==> src/rtl/core/shidx_ram.sv <==
// shidx_ram: generic single-port ram with registered read data
// no dependencies
module shidx_ram #(
  parameter int unsigned WIDTH = 8,
  parameter int unsigned DEPTH = 16
) (
  input  logic                     clk_i,
  input  logic                     we_i,
  input  logic [$clog2(DEPTH)-1:0] addr_i,
  input  logic [WIDTH-1:0]         wdata_i,
  output logic [WIDTH-1:0]         rdata_o
);

  logic [WIDTH-1:0] mem_q [DEPTH];
  logic [WIDTH-1:0] rdata_q;

  // write port and registered read
  always_ff @(posedge clk_i) begin
    if (we_i) begin
      mem_q[addr_i] <= wdata_i;
    end
    rdata_q <= mem_q[addr_i];
  end

  assign rdata_o = rdata_q;

endmodule

==> config.mk <==
export PLATFORM = sky130hd
export DESIGN_NAME = shidx_ram
export DESIGN_NICKNAME = d
export VERILOG_FILES = /design/src/rtl/core/shidx_ram.sv
export SDC_FILE = /design/constraint.sdc
export NUM_CORES = 1
export LEC_CHECK = 0
export ABC_AREA = 1
export BUFFER_PORTS_ARGS = -buffer_cell sky130_fd_sc_hd__buf_2
export CAP_MARGIN = 20
export CORE_MARGIN = 5
export CORE_UTILIZATION = 45
export DETAILED_ROUTE_END_ITERATION = 8
export PLACE_DENSITY_LB_ADDON = 0.05
export RECOVER_POWER = 50
export SYNTH_ARGS = -nofsm -noshare
export SYNTH_HDL_FRONTEND = slang
export SYNTH_SLANG_ARGS = --single-unit
==> constraint.sdc <==
create_clock -name clk_i -period 3.8 [get_ports clk_i]
set_clock_uncertainty 0.2 [all_clocks]
set_input_delay 0.38 -clock clk_i [delete_from_list [all_inputs] [get_ports clk_i]]
set_output_delay 0.38 -clock clk_i [all_outputs]
set_load 0.02 [all_outputs]
# [After elaboration in Yosys (flattened, before gate mapping)]
# Memory sizes are Yosys's and may differ from the RTL's. A register that Yosys moved wholly into a read port is not among the register bits.
# Cells that the tools add are included.
[op_classes] muxes=2
[op_table] op="1-bit 2-to-1 mux" count=2
[word_totals] ff_bits=0 ramBits=128 input_bits=14 output_inout_bits=8 word_cells=3 n_memories=1
[memory_table] memory="mem_q" depth=16 word_bits=8 read_ports=1 rd_ports_with_merged_regs=1 write_ports=1 line_no="14" text="logic [WIDTH-1:0] mem_q [DEPTH];"

# [Longest topological paths before layout]
[depth] depth_word=2 mapped_depth=11 mapped_depth_nobuf=9

# [Worst setup path before layout]
# OpenSTA, ideal clock, no wires.
[synth_path] kind="input -> register" start="in addr_i[1]" end="mem mem_q[3][0], enable pin" setup_ns=0.370 arrival_ns=1.387 required_time_ns=3.230 slack_ns=1.843 stages=4 path_buffers=2 cell_sequence="buf_2 clkbuf_1 nand3_1 nor2_1"
[synth_lines] item="from (decl)" line_no="9" text="input logic [$clog2(DEPTH)-1:0] addr_i,"
[synth_lines] item="to (decl)" line_no="14"
# Straight into the memory's write port.

# [Worst setup path in the final report]
[layout_path] start="in addr_i[0]" end="mem mem_q[0][6], enable pin"
# Straight into the memory's write port.

==> metrics <==
First-pass DRT Iterations=5; CP max stage cell=nor2_1; most frequent cells in the layout=346 x nand2_1, 128 x edfxtp_1, 21 x inv_1; status=finished clean; Filler cells=1,138; Peak Freq=0.436 GHz; Final #Nets=585; crit share post-route=60.4%; Cell Area, Placed=5820 um^2; endpoint arrival time on the critical path=2140 ps; Peak supply drop=0.307 mV; Hold Slack=316 ps; crit path cell chain=buf_2 > inv_2 > nand3_1 > nor2_1; worst-skew pair later-pin latency=420 ps; antenna violations before repair=0; first-pass GRT wire length=19,300 um; ranking of synthesized cells by area=edfxtp_1 69%, nand2_1 23%, dfxtp_1 2.9%, inv_1 1.4%, nor2_1 1.2%; pin count of the biggest net entering global routing=39; Critical Path Fanout Max=36; busiest grt layer=met2; Global Route Usage Sum=18.1%; HP Class=input pin to flip-flop; met2 global-route usage=27.1%; LEAKAGE=2.67 nW; core region area=12,100 um^2; unrepaired setup endpoints after global routing=false; cells on worst reg2reg path=8; Top Ports=22; Antenna Nets Post-Route=0; syn_area_per_cell=10.2 um^2; crit path from=addr_i[0]; number of max-cap violations=0; number of CTS-inserted buffers=17; Critical Path Sink=mem_q[0][6]; final hold violation count=0; Detailed Route Iter0 Violations=263; met1 Resource Use GR=25.1%; M3 GR Usage=4.62%; fin area=6390 um^2; R2R Path End=rdata_o[2]; area taken by multi-input logic gates=1390 um^2; Mapped Cells=548; syn_nets=562; WP data required=3650 ps; Vias=3,471; storage element area=4000 um^2; WS Path Type=input pin to flip-flop; fin. max-slew vios=0; startpoint types=input pin; Pwr per Cell Area=547 nW/um^2; CTS tree=done; H-tree depth=4; Synth Register Bits=136; Worst Tran Pin Value=969 ps; post-synth top area share=68.7%; gp weighted congestion=0.779; Synth Cell Area=5590 um^2; share of layout cells above drive strength 1=6.68%; DR WL/cell=16.1 um; Row Count=40; DR vias/cell=4.61; vias in the first global route=3,549; Layout area overhead=14.3%; clk slew on worst S/H paths=50 ps; I/O Buffers=21; Post-CTS Setup Inserts=0; Critical Path End Type=flip-flop; total wire length=12,100 um; PostCTS Resize Cnt=0; drt drc=0; GRT Residual Overflow=0; CTS Sinks=136; Die Span X=121 um; root buffer cell=clkbuf_16; Max transition margin=35.4%; DP HPWL=7560 um; Initial Util=46.2%; Yosys top cell by area=edfxtp_1; Die Y=121 um; die area=14,800 um^2; Sum Neg Setup Slack=0 ps; r2r setup slk=2580 ps; CP peak stage delay=650 ps; Ys Warns=0; Worst R2R Start=mem_q[6][2]; Distinct cells, synth=11; Tmin final=2290 ps; cts hold-fix bufs=0; Power, Total=3.49 mW; Seq/Total Area, Yosys=71.6%; commonest non-fill, non-tap cell in the layout=nand2_1; Finish-stage setup viols=0; Max clock buf depth=2
[final cells by class]
cell class              count  area share (%)
repair buffers             25            1.80
clock inverters            15            2.51
clock buffers              17            6.66
diodes                      1          0.0392
flip-flops and latches    136            62.7
multi-input cells         368            21.7
well taps                 168            3.29
inverters                  23            1.35
[metrics by stage]
stage	instances	setup WS (ps)	util (%)
final	753	1510	52.8
after global routing	752	1350	52.7
after CTS	752	1500	52.9
after detailed placement	720	1050	48.1
after global placement	720	1100	48.1
after floorplan	548	1840	-
[worst min path at each step]
stage | startpoint | endpoint | slack [ps] | cells after the start
after floorplan | wdata_i[0] | mem_q[0][0] | 280 | 0
after global placement | mem_q[2][1] | rdata_o[1] | 500 | 8
after detailed placement | mem_q[2][1] | rdata_o[1] | 500 | 8
after CTS | wdata_i[7] | mem_q[7][7] | 180 | 1
after global routing | addr_i[2] | rdata_o[6] | 350 | 6
final | addr_i[2] | rdata_o[1] | 320 | 6
[synth_stat cells (all sizes together)]
cell    instances
dfxtp           8
clkbuf          3
buf            18
inv            22
nand2         346
edfxtp        128
nand3           4
nor2           18
clkinv          1
[layer usage]
metal	vias up	wire length [um]
li1	1796	-
met2	68	5430
met3	15	679
met5	-	0
met4	0	236
met1	1592	5790
[worst max-delay path: cells and delay by family]
kind	cells	cell delay, ps
AND/OR/NAND/NOR	2	970
buffers and inverters	2	780
[flip-flops by register name, indices dropped and copies added (netlist names)]
| register | count |
|---|---|
| mem_q | 128 |
| rdata_o | 8 |
[logic make-up after synthesis]
kind of cell,share of synthesized area [%]
buffers and inverters,3.62
DFF,71.6
and+or+nand+nor,24.8
[where the power goes]
part,switching [mW],internal [mW],total [mW]
clock network,0.590,1.02,1.61
logic,0.153,0.0473,0.200
registers,0.00880,1.68,1.69
(Power assumes the default switching activity.)
